===== src/rtl/vci_pkg.sv =====
// ----------------------------------------------------------------------------
// vci_pkg
// Shared types and constants of the valid-mode int16 convolution block.
// ----------------------------------------------------------------------------
`default_nettype none

package vci_pkg;

    localparam int SAMPLE_W     = 16;
    localparam int SUM_W        = 32;
    localparam int IDX_W        = 6;
    localparam int TAPCFG_W     = 7;
    localparam int TAPCFG_MIN   = 2;
    localparam int TAPCFG_RESET = 2;

    localparam logic MODE_KERNEL = 1'b0;
    localparam logic MODE_SAMPLE = 1'b1;

    typedef struct packed {
        logic                       mode;
        logic [IDX_W-1:0]           tap_index;
        logic signed [SAMPLE_W-1:0] value;
        logic                       last_sample;
    } t_in_req;

    typedef struct packed {
        logic signed [SUM_W-1:0] result;
        logic                    last_result;
    } t_out_req;

    // Control broadcast from the sequencer to every tap cell
    typedef struct packed {
        logic                       shift;
        logic                       kernel_we;
        logic [IDX_W-1:0]           kernel_idx;
        logic signed [SAMPLE_W-1:0] value;
    } t_cell_ctl;

endpackage

`default_nettype wire


===== src/rtl/vci_ctrl.sv =====
// ----------------------------------------------------------------------------
// vci_ctrl
// Sequencer: tap count register, fill count, request handshake, timing of
// the sum ripple through the cell chain and the output register.
// ----------------------------------------------------------------------------
`default_nettype none

module vci_ctrl #(
    parameter int MAX_TAPS = 64,
    parameter int TW       = 7
) (
    input  wire                                  i_clk,
    input  wire                                  i_rst_n,
    input  wire                                  i_cfg_we,
    input  wire [vci_pkg::TAPCFG_W-1:0]          i_cfg_wdata,
    input  wire                                  i_in_valid,
    input  vci_pkg::t_in_req                     i_in_req,
    output logic                                 o_in_stall,
    input  wire                                  i_out_stall,
    output logic                                 o_out_valid,
    output vci_pkg::t_out_req                    o_out_req,
    output vci_pkg::t_cell_ctl                   o_cell_ctl,
    output logic [TW-1:0]                        o_taps,
    input  wire logic signed [vci_pkg::SUM_W-1:0] i_sum
);
    import vci_pkg::*;

    localparam int FW       = $clog2(MAX_TAPS + 1);
    localparam int DONE_CNT = MAX_TAPS + 1;
    localparam int CW       = $clog2(DONE_CNT + 1);

    typedef enum logic [1:0] {
        S_IDLE,
        S_RUN,
        S_HOLD
    } t_state;

    t_state                r_state, n_state;
    logic [TAPCFG_W-1:0]   r_tap_count;
    logic [FW-1:0]         r_fill, n_fill;
    logic [CW-1:0]         r_cnt, n_cnt;
    logic                  r_last, n_last;
    logic                  r_out_valid, n_out_valid;
    t_out_req              r_out_req, n_out_req;

    logic [TW-1:0]         taps_eff;
    logic [TW-1:0]         tap_cfg;
    logic [FW-1:0]         fill_inc;
    logic                  accept;
    logic                  sample_in;
    logic                  emit;
    logic                  out_free;
    logic                  sum_ready;

    // clamp the tap count to the supported range
    always_comb begin
        tap_cfg = TW'(r_tap_count);
        if (tap_cfg < TW'(TAPCFG_MIN)) begin
            taps_eff = TW'(TAPCFG_MIN);
        end else if (tap_cfg > TW'(MAX_TAPS)) begin
            taps_eff = TW'(MAX_TAPS);
        end else begin
            taps_eff = tap_cfg;
        end
    end

    assign accept    = i_in_valid && (r_state == S_IDLE);
    assign sample_in = accept && (i_in_req.mode == MODE_SAMPLE);
    assign fill_inc  = (r_fill < FW'(MAX_TAPS)) ? r_fill + FW'(1) : r_fill;
    assign emit      = (TW'(fill_inc) >= taps_eff);
    assign out_free  = !r_out_valid || !i_out_stall;
    assign sum_ready = (r_cnt == CW'(DONE_CNT));

    always_comb begin
        n_state     = r_state;
        n_fill      = r_fill;
        n_cnt       = r_cnt;
        n_last      = r_last;
        n_out_valid = r_out_valid && i_out_stall;
        n_out_req   = r_out_req;
        case (r_state)
            S_IDLE: begin
                if (sample_in) begin
                    n_fill = i_in_req.last_sample ? '0 : fill_inc;
                    if (emit) begin
                        n_state = S_RUN;
                        n_cnt   = '0;
                        n_last  = i_in_req.last_sample;
                    end
                end
            end
            S_RUN: begin
                if (!sum_ready) begin
                    n_cnt = r_cnt + CW'(1);
                end else if (out_free) begin
                    n_out_valid           = 1'b1;
                    n_out_req.result      = i_sum;
                    n_out_req.last_result = r_last;
                    n_state               = S_IDLE;
                end else begin
                    n_state = S_HOLD;
                end
            end
            S_HOLD: begin
                // sum stays put: the window does not move until we go idle
                if (out_free) begin
                    n_out_valid           = 1'b1;
                    n_out_req.result      = i_sum;
                    n_out_req.last_result = r_last;
                    n_state               = S_IDLE;
                end
            end
            default: begin
                n_state = S_IDLE;
            end
        endcase
    end

    always_ff @(posedge i_clk) begin
        r_cnt     <= n_cnt;
        r_last    <= n_last;
        r_out_req <= n_out_req;
        if (!i_rst_n) begin
            r_state     <= S_IDLE;
            r_fill      <= '0;
            r_out_valid <= 1'b0;
            r_tap_count <= TAPCFG_W'(TAPCFG_RESET);
        end else begin
            r_state     <= n_state;
            r_fill      <= n_fill;
            r_out_valid <= n_out_valid;
            if (i_cfg_we) begin
                r_tap_count <= i_cfg_wdata;
            end
        end
    end

    assign o_in_stall            = (r_state != S_IDLE);
    assign o_out_valid           = r_out_valid;
    assign o_out_req             = r_out_req;
    assign o_taps                = taps_eff;
    assign o_cell_ctl.shift      = sample_in;
    assign o_cell_ctl.kernel_we  = accept && (i_in_req.mode == MODE_KERNEL);
    assign o_cell_ctl.kernel_idx = i_in_req.tap_index;
    assign o_cell_ctl.value      = i_in_req.value;

endmodule

`default_nettype wire


===== config.mk =====
export PLATFORM = sky130hd
export DESIGN_NAME = vci_ctrl
export DESIGN_NICKNAME = d
export VERILOG_FILES = /design/src/rtl/vci_pkg.sv /design/src/rtl/vci_ctrl.sv
export SDC_FILE = /design/constraint.sdc
export NUM_CORES = 1
export LEC_CHECK = 0
export BUFFER_PORTS_ARGS = -buffer_cell sky130_fd_sc_hd__buf_2
export CAP_MARGIN = 10
export CORE_MARGIN = 5
export CORE_UTILIZATION = 49
export CTS_BUF_LIST = sky130_fd_sc_hd__clkbuf_16
export CTS_CLUSTER_SIZE = 16
export DETAILED_ROUTE_END_ITERATION = 8
export PLACE_DENSITY = 0.89
export SLEW_MARGIN = 15
export SYNTH_ARGS = -nofsm -noshare
export SYNTH_HDL_FRONTEND = slang
export SYNTH_SLANG_ARGS = --single-unit

===== constraint.sdc =====
create_clock -name i_clk -period 6.6 [get_ports i_clk]
set_input_delay 1.65 -clock i_clk [delete_from_list [all_inputs] [get_ports i_clk]]
set_output_delay 1.65 -clock i_clk [all_outputs]
set_load 0.01 [all_outputs]

Word level (Yosys, flattened, before mapping) --
Index checks and enable logic that the tools add are counted. W data, S select, Z words.
Word-level totals: word-level logic and storage cells 59, output and inout bits 66, input port bits 68, flip-flop bits (word level) 58
Cells by class: equal/unequal tests 8, magnitude comparators 4, bitwise logic cells 1, $add $sub $neg 2, muxes and demuxes 20, reduce and logical (&&, ||, !) cells 16
Operator list (number):
- $mux W33 | 2
- $pmux W33 S2 | 1
- $mux W7 | 7
- $add A7 B1 Y7 const B | 2
- $pmux W7 S2 | 1
- $mux W2 | 5
- $ne A2 B2 Y1 const B | 5
- $reduce_and A4 Y1 | 2
- $eq A7 B7 Y1 const B | 1
- $ge A7 B7 Y1 | 1
- $gt A7 B7 Y1 const B | 1
- $lt A7 B2 Y1 const B | 1
- $lt A7 B7 Y1 const B | 1
- $pmux W2 S3 | 1
- $reduce_bool A2 Y1 | 3
- $logic_and A1 B1 Y1 | 4
- $reduce_and A2 Y1 | 2
- $reduce_and A3 Y1 | 1
- $eq A2 B1 Y1 const B | 1
- $eq A2 B2 Y1 const B | 1
- $logic_not A1 Y1 | 2
- $logic_not A2 Y1 | 1
- $mux W1 | 2
- $pmux W1 S2 | 1
- other kinds (2) | 2

Logic depth before layout (Yosys ltp) --
word-level depth 7, gate-level depth with buffers 9

Worst setup path before layout --
Ideal clock, no wire load.
path kind input-to-output, from input i_in_req[23] (netlist name), to output o_cell_ctl[23] (netlist name), stages on the path 3, arrival 2.063 ns, buffers on the path 1, path slack 2.887 ns, path through nand3_2 -> inv_1 -> buf_4
Between the ends: word-level cells in the longest chain between the ends 1
Ends and longest elaborated chain:
- start: declaration | RTL line vci_ctrl.sv:17 | input vci_pkg::t_in_req i_in_req,
- $logic_and A1 B1 Y1 | RTL line vci_ctrl.sv:68 | assign sample_in = accept && (i_in_req.mode == MODE_SAMPLE);
- end: declaration | RTL line vci_ctrl.sv:22 | output vci_pkg::t_cell_ctl o_cell_ctl,
Every way passes these cells.

==> impl_metrics.env <==
export IMPL_antenna_found_initial=0
export IMPL_place_congestion=0.837
export IMPL_cts_num_sinks=58
export IMPL_synth_top_area_share_pct=46.1
export IMPL_cts_hold_buf=0
export IMPL_synth_area_per_cell_um2=12.3
export IMPL_syn_area_um2=2670
export IMPL_cpPeakStageDelay_ns=0.19
export IMPL_sw_frac_of_total_pct=21.3
export IMPL_cpMostUsedCell="buf_2"
export IMPL_setup_ws_ns=2.69
export IMPL_syn_nets=298
export IMPL_cp_end_kind="primary output"
export IMPL_synth_most_common_cell="edfxtp_1"
export IMPL_first_global_vias=1774
export IMPL_syn_inst=217
export IMPL_fill_cells=416
export IMPL_drtIter0Drc=70
export IMPL_pin_count=134
export IMPL_synth_edff_count=41
export IMPL_die_w_um=83.8
export IMPL_cts_repair_resized=0
export IMPL_startpoint_type="primary input"
export IMPL_yosys_top_cells_area="edfxtp_1 (46%), dfxtp_1 (13%), buf_4 (6.5%), ha_1 (6.1%), mux2i_1 (3.0%)"
export IMPL_maxCapViolCount=0
export IMPL_finish_net_count=372
export IMPL_drive_above_1_share_pct=38.2
export IMPL_insertion_delay_ns=0.31
export IMPL_power_switching_mw=0.182
export IMPL_hold_viol=0
export IMPL_dpl_cell_area_um2=3030
export IMPL_cts_tree="built"
export IMPL_tightestPinTransition_ns=0.952
export IMPL_seqPwrFrac_pct=47.0
export IMPL_floorplan_initialDensity_pct=51.3
export IMPL_hold_slack_ns=0.444
export IMPL_post_place_ws_ns=2.69
export IMPL_clkPwrFrac_pct=46.5
export IMPL_post_drt_wl_per_cell_um=14.9
export IMPL_required_ns=4.95
export IMPL_rows=26
export IMPL_dp_final_hpwl_um=4210
export IMPL_crit_type="primary input to primary output"
export IMPL_clockBufferDepth=2
export IMPL_grt_use_total_pct=16.2
export IMPL_drcViolationCount=0
export IMPL_cts_buffers=9
export IMPL_core_um2=5200
export IMPL_reg2reg_slack_ns=3.64
export IMPL_total_leakage_power_nw=1.45
export IMPL_combPwrFrac_pct=6.4
export IMPL_hold_class="register to register"
export IMPL_setup_viol=0
export IMPL_vdd_ir_drop_max_mv=0.142
export IMPL_dr_pass1_iters=4
export IMPL_cp_num_buf_inv=3
export IMPL_yosys_warnings=0
export IMPL_die_h_um=83.8
export IMPL_ys_seq_area_share_pct=58.8
export IMPL_multi_input_area_um2=861
export IMPL_synthFlopType="edfxtp_1"
export IMPL_relSlewSlack_pct=36.2
export IMPL_async_flop_share_pct=0
export IMPL_clock_root_buffer="clkbuf_16"
export IMPL_worstPathArrival_ns=2.26
export IMPL_overflow=0
export IMPL_finalCritPeriodShare_pct=59.2
export IMPL_critPathSlowestCell="inv_1"
export IMPL_final_antenna_net_count=0
export IMPL_crit_cells=4
export IMPL_synth_distinct_cells=41
export IMPL_hold_path_cell_count=0
export IMPL_die_area_um2=7030
export IMPL_grt_setup_unrepaired="false"
export IMPL_cp_top_family="buffers and inverters"
export IMPL_grt_max_degree=34
export IMPL_p_per_area_nw_per_um2=259
export IMPL_max_freq_mhz=256
export IMPL_path_cells="buf_2 > nand3_2 > inv_1 > buf_2"
export IMPL_drt_vias_per_instance=4.96
export IMPL_post_route_min_period_ns=3.91
export IMPL_p_total_mw=0.853
export IMPL_status="completed"
export IMPL_syn2layout_area_growth_pct=23.1
export IMPL_cts_max_level=3
export IMPL_design_area_um2=3290
export IMPL_slew_violations=0
export IMPL_setup_tns_ns=0
export IMPL_synth_seq_cells=58
export IMPL_vias=1817
export IMPL_cts_clk_slew_worst_paths_ns=0.05
export IMPL_insertedDiodeCount=0
export IMPL_path_max_fanout=9
export IMPL_skew_ns=0.00624
export IMPL_io_buffers=89
export IMPL_wl_um=5470
export IMPL_post_cts_setup_buffers=0
export IMPL_synth_common_cells="edfxtp_1 (41), buf_4 (23), dfxtp_1 (17)"
export IMPL_seq_area_um2=1570
export IMPL_power_internal_mw=0.671
export IMPL_synth_top_area_cell="edfxtp_1"
export IMPL_grt_pass1_wl_um=8800
export IMPL_reg2regPathDepth=9
-- kinds of logic (layout without fill, tap and decap cells) --
| group | after synthesis | in the layout | synth area share [%] |
|---|---|---|---|
| adder cells (fa/ha/maj) | 13 | 13 | 6.09 |
| AO/OA/AOI/OAI | 22 | 22 | 6.42 |
| XOR/XNOR | 10 | 10 | 3.28 |
| AND/OR/NAND/NOR | 64 | 64 | 12.9 |
| buffers and inverters | 41 | 120 | 9.04 |
| flip-flops | 58 | 58 | 58.8 |
| multiplexers | 9 | 9 | 3.42 |
-- cell usage in the layout (no fill, tap or decap), types with 2 or more instances in the layout --
cell        count
clkinvlp_4      2
clkbuf_16       9
and2_1          2
a211oi_1        2
ha_1           13
nand4_1         3
mux2i_1         8
a21oi_1         2
clkinv_1        2
dfxtp_1        17
o21ai_0         4
nand3_1         7
nor2b_1        12
xnor2_1         4
nor2_1         15
nand3b_1        2
a22oi_1         5
clkinv_2        3
nand2_1        13
inv_1          14
buf_2          89
edfxtp_1       41
xor2_1          6
-- cell type report --
class,count,area share (%)
clock inverter,7,1.14
sequential,58,47.8
clock buffer,9,6.85
multi-input combinational,118,26.2
tap,70,2.66
inverter,14,1.60
timing repair buffer,90,13.8
-- worst paths after layout --
path	startpoint	to
max	i_in_req[23]	o_cell_ctl[23]
min	r_last	o_out_req[0]
max reg2reg	r_tap_count[3]	r_cnt[6]
min reg2reg	r_last	o_out_req[0]
-- through the flow --
stage | util (%) | std cells
final | 63.2 | 366
after detailed placement | 58.1 | 350
after global placement | 58.1 | 350
after floorplan | - | 217
after global routing | 63.2 | 366
after CTS | 63.2 | 366
-- power by group through the flow --
stage,Clock (mW),Sequential [mW],Combinational (mW)
5_1_grt,0.428,0.401,0.0617
3_5_place_dp,0,0.408,0.0551
3_3_place_gp,0,0.408,0.0529
6_report,0.397,0.401,0.0549
2_1_floorplan,0,0.407,0.0465
4_1_cts,0.410,0.401,0.0559
-- registers in the layout, summed over array words and instances (netlist names) --
register,count
r_state,2
o_out_valid,1
r_tap_count,7
r_last,1
o_out_req,33
r_fill,7
r_cnt,7
-- layer usage --
layer,GRT usage (%),part of all wire [%],up-vias
met4,5.70,1.4,0
met2,24.6,44,89
li1,-,-,893
met1,20.3,45,827
met3,7.80,9.2,8
met5,0,0,-
Power figures use the tool's default switching activity.
