[src/rtl/vci_pkg.sv]
// ----------------------------------------------------------------------------
// vci_pkg
// Shared types and constants of the valid-mode int16 convolution block.
// ----------------------------------------------------------------------------
`default_nettype none

package vci_pkg;

    localparam int SAMPLE_W     = 16;
    localparam int SUM_W        = 32;
    localparam int IDX_W        = 6;
    localparam int TAPCFG_W     = 7;
    localparam int TAPCFG_MIN   = 2;
    localparam int TAPCFG_RESET = 2;

    localparam logic MODE_KERNEL = 1'b0;
    localparam logic MODE_SAMPLE = 1'b1;

    typedef struct packed {
        logic                       mode;
        logic [IDX_W-1:0]           tap_index;
        logic signed [SAMPLE_W-1:0] value;
        logic                       last_sample;
    } t_in_req;

    typedef struct packed {
        logic signed [SUM_W-1:0] result;
        logic                    last_result;
    } t_out_req;

    // Control broadcast from the sequencer to every tap cell
    typedef struct packed {
        logic                       shift;
        logic                       kernel_we;
        logic [IDX_W-1:0]           kernel_idx;
        logic signed [SAMPLE_W-1:0] value;
    } t_cell_ctl;

endpackage

`default_nettype wire

[src/rtl/vci_cell.sv]
// ----------------------------------------------------------------------------
// vci_cell
// One tap: holds a window sample and a kernel word, registers their product
// and adds it to the partial sum coming from the previous tap.
// ----------------------------------------------------------------------------
`default_nettype none

module vci_cell #(
    parameter int IDX = 0,
    parameter int TW  = 7
) (
    input  wire                                     i_clk,
    input  wire                                     i_rst_n,
    input  vci_pkg::t_cell_ctl                      i_ctl,
    input  wire [TW-1:0]                            i_taps,
    input  wire logic signed [vci_pkg::SAMPLE_W-1:0] i_sample,
    output logic signed [vci_pkg::SAMPLE_W-1:0]     o_sample,
    input  wire logic signed [vci_pkg::SUM_W-1:0]    i_psum,
    output logic signed [vci_pkg::SUM_W-1:0]        o_psum
);
    import vci_pkg::*;

    logic signed [SAMPLE_W-1:0] r_sample;
    logic signed [SAMPLE_W-1:0] r_kernel;
    logic signed [SUM_W-1:0]    r_prod;
    logic signed [SUM_W-1:0]    r_psum;
    logic signed [SUM_W-1:0]    n_prod;
    logic                       tap_on;
    logic                       kernel_hit;

    assign tap_on     = (i_taps > TW'(IDX));
    assign kernel_hit = i_ctl.kernel_we && (32'(i_ctl.kernel_idx) == 32'(IDX));
    assign n_prod     = r_sample * r_kernel;

    always_ff @(posedge i_clk) begin
        if (!i_rst_n) begin
            r_sample <= '0;
        end else if (i_ctl.shift) begin
            r_sample <= i_sample;
        end
    end

    always_ff @(posedge i_clk) begin
        if (kernel_hit) begin
            r_kernel <= i_ctl.value;
        end
        // taps beyond the active count contribute nothing
        r_prod <= tap_on ? n_prod : '0;
        r_psum <= i_psum + r_prod;
    end

    assign o_sample = r_sample;
    assign o_psum   = r_psum;

endmodule

`default_nettype wire

[config.mk]
export PLATFORM = sky130hd
export DESIGN_NAME = vci_cell
export DESIGN_NICKNAME = d
export VERILOG_FILES = /design/src/rtl/vci_pkg.sv /design/src/rtl/vci_cell.sv
export SDC_FILE = /design/constraint.sdc
export NUM_CORES = 1
export LEC_CHECK = 0
export BUFFER_PORTS_ARGS = -buffer_cell sky130_fd_sc_hd__buf_2
export CORE_ASPECT_RATIO = 2
export CORE_MARGIN = 1
export CORE_UTILIZATION = 61
export DETAILED_ROUTE_END_ITERATION = 6
export PLACE_DENSITY = 0.88
export SYNTH_ARGS = -nofsm -noshare
export SYNTH_HDL_FRONTEND = slang
export SYNTH_SLANG_ARGS = --single-unit
export TNS_END_PERCENT = 100
[constraint.sdc]
create_clock -name i_clk -period 17.3 [get_ports i_clk]
set_input_delay 3.46 -clock i_clk [delete_from_list [all_inputs] [get_ports i_clk]]
set_output_delay 3.46 -clock i_clk [all_outputs]
set_load 0.02 [all_outputs]
# Word level (Yosys, flattened, before mapping)
# Cells that the tools add are included.
# word_totals
regBits	96
in_bits	81
word_cells	9
# op_classes
add_sub_neg	1
n_mul	1
magnitude_cmp	1
reduce_logical	2
# ops
cell	n
32-bit adder	1
16-bit by 16-bit multiplier with 32-bit output	1
7-bit by 1-bit greater-than comparator with 1-bit output, second input constant	1
6-bit logical NOT	1
1-bit logical AND	1

# Logic depth before layout (Yosys ltp)
# Gate-level depths: netlist of run 1.
# depth
word_depth	2
mapped_depth	26

# Worst setup path before layout of run 1
# No wires, ideal clock.
# synth_path
kind	register to register
startpoint	register r_sample[15] (netlist: o_sample[15])
endpoint	register r_prod[31]
setup_ns	0.128
arrival_time_ns	6.046
required_ns	17.172
path_slack_ns	11.127
path_stages_with_launch	23
path_buffers	2
cell_sequence	dfxtp_1 clkbuf_1 clkbuf_1 nand2_1 fa_1 inv_1 fa_1 fa_1 fa_1 fa_1 inv_1 fa_1 inv_1 ha_1 o21ai_0 nand2b_1 a22oi_1 o21ai_0 a41oi_2 o21ai_1 o41ai_2 xnor2_1 nor2_1
# synth_via
elab_chain_cells	1
# synth_lines
element	line_no	rtl
start: declaration	vci_cell.sv:23	logic signed [SAMPLE_W-1:0] r_sample;
start signal: assignment	vci_cell.sv:39	r_sample <= i_sample;
16-bit by 16-bit multiplier with 32-bit output	vci_cell.sv:33	assign n_prod = r_sample * r_kernel;
end signal: assignment	vci_cell.sv:48	r_prod <= tap_on ? n_prod : '0;
end: declaration	vci_cell.sv:25	logic signed [SUM_W-1:0] r_prod;
# Every way passes these cells.
# A chain may end at the register's enable or synchronous reset.

# Worst setup path after layout of run 1
# layout_path
startpoint	register r_kernel[15]
endpoint	register r_prod[31]
# layout_via
elab_chain_cells	1
# layout_lines
element	line_no	rtl
start: declaration	vci_cell.sv:24	logic signed [SAMPLE_W-1:0] r_kernel;
start signal: assignment	vci_cell.sv:45	r_kernel <= i_ctl.value;
16-bit by 16-bit multiplier with 32-bit output	vci_cell.sv:33	
# Every way passes these cells.

==> results of run 1 <==
==> flip-flops by register name, summed over array words and instances (netlist names) <==
register	cells
r_kernel	16
o_sample	16
r_prod	32
o_psum	32
==> cell usage in the layout, fill, tap and decap left out, types with 3 or more instances in the layout <==
cell type	instances
a211oi_1	8
a211oi_2	3
a21o_1	28
a21oi_1	33
a31o_2	3
and2_1	127
and3_1	7
buf_2	128
buf_4	4
clkbuf_16	9
dfxtp_1	80
edfxtp_1	16
fa_1	263
ha_1	113
inv_1	322
inv_8	3
mux2i_1	17
nand2_1	142
nand2b_1	12
nand3_1	4
nand4_1	3
nor2_1	55
nor2b_1	22
nor3_1	15
nor4b_1	3
o211ai_1	3
o21a_1	6
o21ai_0	27
o21ai_1	8
o21bai_1	5
o31ai_1	3
or2_2	4
xnor2_1	43
xor2_1	15
==> power groups by stage <==
| stage | Combinational, mW | Sequential [mW] | Clock, mW |
|---|---|---|---|
| global route | 1.52 | 0.352 | 0.222 |
| CTS | 1.35 | 0.344 | 0.215 |
| detailed placement | 1.34 | 0.349 | 0 |
| finish | 1.35 | 0.343 | 0.213 |
| floorplan | 0.984 | 0.387 | 0 |
| global placement | 1.28 | 0.347 | 0 |
==> stage by stage <==
stage / hold WS [ns] / instance area, µm²
after detailed placement: 0.445 / 14800
final: 0.452 / 15100
after global routing: 0.477 / 15100
after CTS: 0.462 / 15100
after global placement: 0.426 / 14800
after floorplan: 0.420 / 13900
==> final timing paths <==
path	from	end	slack (ns)
max	r_kernel[15]	r_prod[31]	10.69
min	r_prod[0]	o_psum[0]	0.45
max reg2reg	r_kernel[15]	r_prod[31]	10.69
min reg2reg	r_prod[0]	o_psum[0]	0.45
==> cells by family after synthesis <==
kind of cell / Yosys count
DFF: 96
and+or+nand+nor: 406
xor gates and xnor gates: 58
adders and majority gates: 376
buffers and inverters: 364
AOI/OAI and AO/OA: 154
muxes: 17
==> per-layer routing <==
layer	GRT usage	part of all wire	vias to the layer above
met3	0.0405	0.040	171
met4	0.259	0.092	0
li1	-	-	4694
met2	0.583	0.55	377
met1	0.291	0.32	5157
met5	0	0	-
==> synth_stat cells (all sizes together), types with 2 or more instances <==
cell type	number	share of area
edfxtp	16	0.035
nor2	55	0.015
nor2b	22	0.0099
inv	322	0.087
a31oi	2	0.00090
a41o	2	0.0014
nand2	142	0.038
nor3	15	0.0054
nor3b	2	0.0011
nand3	4	0.0014
nand4	3	0.0013
nor4	2	0.0013
mux2i	17	0.012
clkbuf	41	0.011
a31o	3	0.0019
o21ai	36	0.013
o211ai	3	0.0016
nand2b	12	0.0054
o31a	2	0.0013
a41oi	4	0.0036
ha	113	0.10
dfxtp	80	0.12
and2	127	0.057
fa	263	0.38
nor4b	3	0.0019
and3	7	0.0031
o31ai	5	0.0034
xor2	15	0.0094
a21oi	35	0.013
o21a	6	0.0032
or2	6	0.0027
a221oi	2	0.0013
or3	2	0.00090
a21o	28	0.015
xnor2	43	0.027
a211oi	11	0.0070
o21bai	5	0.0027
==> cell type report <==
class / instances / area, µm²
well taps: 276 / 345
fillers: 1661 / 7150
inverters: 322 / 1210
clock inverters: 7 / 85.1
clock buffers: 9 / 225
multi-input cells: 1011 / 10500
repair buffers: 132 / 671
flip-flops and latches: 96 / 2080
==> Flow_metrics.wiki, run 1 <==
{| class="wikitable"
! Metric !! Value
|-
| Compound-cell area share of the yosys netlist || 0.0766
|-
| Measured slew at the worst slew-check pin || 0.802 ns
|-
| Proportion of layout cells with a drive suffix above 1 || 0.107
|-
| Portion of the post-synthesis area used by sequential elements || 0.150
|-
| Total CTS buffers || 9
|-
| Mapped cell area || 13900 µm²
|-
| Maximum clock skew at final layout || 0.00862 ns
|-
| Largest net degree at the start of global routing || 37
|-
| Arrival time of data at the critical path endpoint || 6.86 ns
|-
| Number of buffers inserted by post-CTS setup repair || 0
|-
| Number of inserted diodes || 0
|-
| Clock tree from TritonCTS || built
|-
| Final-report setup violation count || 0
|-
| Ratio of final minimum period to clock period || 0.382
|-
| Count of final hold-check violations || 0
|-
| Gr usage total || 0.313
|-
| Drt initial violations || 519
|-
| Syn avg cell area || 9.46 µm²
|-
| Area Overhead vs Synth || 8.49%
|-
| Number of H-tree levels || 3
|-
| DRT Wirelength || 33800 µm
|-
| Library cell contributing the largest single delay on the critical path || fa_1
|-
| Most used flip-flop cell after synthesis || dfxtp_1
|-
| Leakage component of the power || 7.75 nW
|-
| Remaining DRCs || 0
|-
| Starting density of the core || 0.626
|-
| Number of nets in the layout || 2029
|-
| Worst path depth || 20
|-
| Delay-heaviest family, CP || adder cells
|-
| Fraction of power consumed by sequential logic || 0.180
|-
| Number of placed I/O pins || 129
|-
| Relative contribution of combinational cells to total power || 0.708
|-
| Number of placement rows || 77
|-
| Clock Path Buffers || 2
|-
| Number of distinct library cell variants in the gate-level netlist after synthesis || 60
|-
| Multiplexer share of the synthesized area || 0.0122
|-
| Hold Path Cell Cnt || 1
|-
| Critical Path Start Type || flop
|-
| Clock share of power || 0.112
|-
| Vertical extent of the die || 216 µm
|-
| Overall via count from detail_route || 10400
|-
| Placeable core area || 22300 µm²
|-
| Share of synthesized registers carrying an async set or reset || 0
|-
| Number of detailed-routing iterations run before antenna repair || 5
|-
| Gpl congestion || 0.965
|-
| Total of warnings raised by yosys || 0
|-
| Flip-flop and latch count after synthesis || 96
|-
| Root buffer cell || clkbuf_16
|-
| Most repeated library cell on the critical path || fa_1
|-
| Post-synth EDFFs || 16
|-
| Register clock-pin slew on the reported worst setup and hold paths || 0.07 ns
|-
| Max Cap Viol || 0
|-
| Outcome || complete, no violations
|-
| Number of cell instances on the worst register-to-register path || 20
|-
| Count of non-filler cells in the finished layout || 1853
|-
| Critical path data required time || 17.55 ns
|-
| Instance count of the mapped netlist || 1471
|-
| Psw || 0.892 mW
|-
| Global route overflow || 0
|-
| Count of input and output buffers || 128
|-
| Clock sink total || 96
|-
| DPL Wire Length || 28100 µm
|-
| Adder-cell area share of the yosys netlist || 0.480
|-
| Switching power as a share of total power || 0.468
|-
| Die footprint || 23500 µm²
|-
| Clock Latency Late Sink || 0.37 ns
|-
| Hold buffer count at cts || 0
|-
| Crit-path max FO || 11
|-
| Max incr delay on CP || 0.63 ns
|-
| Max-slew headroom at the worst pin || 0.465
|-
| Antenna violations before repair || 0
|-
| Xor/xnor cell area share of the yosys netlist || 0.0365
|-
| Cells along the critical path || inv_1, nor2_1, fa_1, fa_1, fa_1, fa_1, fa_1, inv_1, fa_1, inv_1, ha_1, a211oi_1, o21ai_1, a22oi_1, o21ai_0, a41oi_2, o21ai_1, o41ai_2, xnor2_1, nor2_1
|-
| Category of the worst setup path capture point || flop
|-
| Overall Power || 1.91 mW
|-
| Type of the worst min-delay path || flop to flop
|-
| Post-detailed-route count of antenna-violating nets || 0
|-
| DP Worst Slack || 10.84 ns
|-
| Vias per cell || 5.61
|-
| Worst supply voltage drop on vdd || 0.105 mV
|-
| Pint || 1.01 mW
|-
| WL/cell || 18.3 µm
|-
| First-pass GRT wire length || 54900 µm
|-
| Clock period minus worst slack || 6.61 ns
|-
| Final Max Tran Viols || 0
|-
| Setup repair after global routing missed its margin || no
|-
| Share of the core filled with cells || 0.679
|-
| Main combinational cell family by area after synthesis || adder cells
|-
| Fmax || 151 MHz
|-
| Die X || 109 µm
|-
| Via count of the first global-routing pass || 11700
|-
| Simple-gate portion of the synthesized area || 0.147
|-
| Resize count post-CTS || 0
|-
| Type of the worst setup path || flop to flop
|-
| Power density of the placed cells || 126 nW/µm²
|-
| Post-synthesis net count || 1928
|-
| Placed Instances || 1837
|-
| PnR worst setup slack || 10.69 ns
|-
| Sum Neg Setup Slack || 0 ns
|-
| Buffers and inverters on the worst path || 3
|}
Note: power is estimated with default switching activity, not from simulation.
==> run 2, diff against run 1 <==
==> constraint.sdc (replaced) <==
create_clock -name i_clk -period 6.4 [get_ports i_clk]
set_input_delay 1.28 -clock i_clk [delete_from_list [all_inputs] [get_ports i_clk]]
set_output_delay 1.28 -clock i_clk [all_outputs]
set_load 0.02 [all_outputs]
==> run 2 against run 1 <==
Compared with the run above:
- sequential share of layout area decreased by 0.34 points
- critical path depth increased by 1
- critical endpoint unchanged
- cell count increased by 3.2%
- flip-flop and latch count unchanged
- register-to-register slack got worse by 10 ns
- die area unchanged
- combinational power increased to 2.7 times the previous value
- first-iteration DRC count decreased by 14%
- power increased to 2.7 times the previous value
==> Flow_metrics.wiki, run 2 (same netlist as run 1, synthesis figures left out) <==
{| class="wikitable"
! Metric !! Value
|-
| Outcome || complete, no violations
|-
| Crit-path max FO || 13 (+2)
|-
| Clock Path Buffers || 2 (unchanged)
|-
| Arrival time of data at the critical path endpoint || 6.40 ns (-0.46 ns)
|-
| Drt initial violations || 446 (-14%)
|-
| Sum Neg Setup Slack || 0 ns (unchanged)
|-
| WL/cell || 18.5 µm (+1.1%)
|-
| Clock sink total || 96 (unchanged)
|-
| Clock Latency Late Sink || 0.37 ns (about the same)
|-
| Clock tree from TritonCTS || built
|-
| Antenna violations before repair || 3 (+3)
|-
| Number of cell instances on the worst register-to-register path || 21 (+5.0%)
|-
| Share of the core filled with cells || 0.699 (+0.0207)
|-
| Buffers and inverters on the worst path || 4 (+1)
|-
| Number of placed I/O pins || 129 (unchanged)
|-
| Vias per cell || 5.61 (about the same)
|-
| Type of the worst setup path || flop to flop
|-
| Number of nets in the layout || 2085 (+2.8%)
|-
| Max incr delay on CP || 0.63 ns (about the same)
|-
| Die footprint || 23500 µm² (unchanged)
|-
| Leakage component of the power || 8.03 nW (+3.6%)
|-
| Root buffer cell || clkbuf_16
|-
| Placeable core area || 22300 µm² (unchanged)
|-
| Critical Path Start Type || flop
|-
| Fmax || 163 MHz (+7.5%)
|-
| Worst hold start || r_prod[0]
|-
| Number of H-tree levels || 3 (unchanged)
|-
| Starting density of the core || 0.626 (unchanged)
|-
| Maximum clock skew at final layout || 0.0104 ns (+0.00182 ns)
|-
| Max-slew headroom at the worst pin || 0.533 (+0.0686)
|-
| Cells along the critical path || and2_1, fa_1, inv_1, fa_1, inv_1, fa_1, fa_1, fa_1, inv_1, fa_1, inv_1, ha_1, or2_2, a21oi_1, a21oi_1, a41o_1, a41oi_2, o21ai_1, o41ai_2, xnor2_1, nor2_1
|-
| Final Max Tran Viols || 0 (unchanged)
|-
| Library cell contributing the largest single delay on the critical path || edfxtp_1
|-
| Proportion of layout cells with a drive suffix above 1 || 0.145 (+0.0374)
|-
| Via count of the first global-routing pass || 12000 (+2.2%)
|-
| Overall via count from detail_route || 10700 (+3.2%)
|-
| Number of placement rows || 77 (unchanged)
|-
| Delay-heaviest family, CP || adder cells
|-
| DRT Wirelength || 35300 µm (+4.3%)
|-
| Hold Path Cell Cnt || 1 (unchanged)
|-
| Area after detailed placement || 15000 µm² (+1.7%)
|-
| Area Overhead vs Synth || 11.8%
|-
| First-pass GRT wire length || 56000 µm (+2.1%)
|-
| Commonest cells after routing, fill and taps aside || inv_1 (322), fa_1 (262), nand2_1 (142)
|-
| Largest net degree at the start of global routing || 37 (unchanged)
|-
| Worst reg-to-reg setup slack || 0.25 ns (-10.44 ns)
|-
| Type of the worst min-delay path || flop to flop
|-
| Clock period minus worst slack || 6.15 ns (-0.461 ns)
|-
| Gr usage total || 0.323 (+0.00911)
|-
| Vertical extent of the die || 216 µm (unchanged)
|-
| Critical path data required time || 6.65 ns (-10.90 ns)
|-
| Ratio of final minimum period to clock period || 0.961 (+0.579)
|-
| Crit Reg-Reg Endpoint || r_prod[31]
|-
| Max Cap Viol || 0 (unchanged)
|-
| Post-detailed-route count of antenna-violating nets || 0 (unchanged)
|-
| Final-report setup violation count || 0 (unchanged)
|-
| Measured slew at the worst slew-check pin || 0.700 ns (-0.102 ns)
|-
| Worst hold endpoint || o_psum[0]
|-
| Worst supply voltage drop on vdd || 0.253 mV (+140%)
|-
| Final Instance Area || 15600 µm² (+3.0%)
|-
| Reg2reg start || r_kernel[11]
|-
| Power density of the placed cells || 330 nW/µm² (+160%)
|-
| Most repeated library cell on the critical path || fa_1
|-
| Register clock-pin slew on the reported worst setup and hold paths || 0.07 ns (about the same)
|-
| Number of detailed-routing iterations run before antenna repair || 5 (unchanged)
|-
| Worst hold-check slack || 0.469 ns (+0.0171 ns)
|-
| Global route overflow || 0 (unchanged)
|-
| DPL Wire Length || 29000 µm (+3.1%)
|-
| Count of final hold-check violations || 0 (unchanged)
|-
| Die X || 109 µm (unchanged)
|-
| Most common cell after layout, fill and taps aside || inv_1
|-
| Category of the worst setup path capture point || flop
|-
| Remaining DRCs || 0 (unchanged)
|-
| Count of input and output buffers || 128 (unchanged)
|-
| Gpl congestion || 1.01 (+4.2%)
|-
| Total CTS buffers || 9 (unchanged)
|}
-- run 2: changes by cell type in the layout (fill, tap and decap cells not counted), sizes merged --
cell / change
clkinvlp: -1
diode: +3
inv: -1
clkinv: +2
bufinv: -1
buf: +55
clkbuf: +2
-- run 2: worst register-to-register path, delay by kind of cell, from the launching register on --
kind,cells,cell delay [ns]
AOI/OAI and AO/OA,6,1.12
xor gates and xnor gates,1,0.15
adders and majority gates,7,3.25
buffers and inverters,4,0.20
DFF,1,0.63
and+or+nand+nor,3,0.67
-- run 2: worst max-delay path by stage --
stage / start / to / slack, ns / cells past startpoint
3_3_place_gp: o_sample[15] / r_prod[31] / 0.27 / 22
2_1_floorplan: o_sample[15] / r_prod[31] / 0.23 / 22
5_1_grt: r_kernel[1] / r_prod[31] / -0.04 / 20
6_report: r_kernel[11] / r_prod[31] / 0.25 / 21
3_5_place_dp: r_kernel[5] / r_prod[31] / 0.16 / 21
4_1_cts: r_kernel[5] / r_prod[31] / 0.14 / 21
-- run 2: metrics by stage --
step	power, mW	worst slack (ns)	instances
CTS	5.12	0.145	1887
global placement	4.42	0.272	1871
finish	5.14	0.249	1912
detailed placement	4.57	0.163	1871
floorplan	3.71	0.227	1471
global route	5.69	-0.0383	1912
-- run 2: layer usage --
layer | up-vias | wire length, µm | share of wire | global-route usage
met5 | - | 0 | 0 | 0
li1 | 4804 | - | - | -
met3 | 221 | 1800 | 0.051 | 0.0586
met2 | 443 | 19100 | 0.54 | 0.580
met1 | 5263 | 10700 | 0.30 | 0.289
met4 | 0 | 3650 | 0.10 | 0.306
-- run 2: area by class of cell --
cell class | count | area [µm²]
well taps | 276 | 345
diodes | 3 | 7.51
flip-flops and latches | 96 | 2090
fillers | 1585 | 6690
repair buffers | 188 | 1110
inverters | 322 | 1210
multi-input cells | 1011 | 10500
clock inverters | 6 | 51.3
clock buffers | 10 | 239
-- run 2: where the power goes --
part	switching, mW	leakage, nW	internal [mW]
registers	0.0701	0.818	0.849
clock network	0.251	0.144	0.279
logic	2.08	7.07	1.61
-- run 2: what timing repair did --
item                                    in CTS  in global routing
buffers inserted                             0                 22
resized for setup                            0                 12
hold buffers                                 0                  0
endpoints found under the setup margin       0                  6
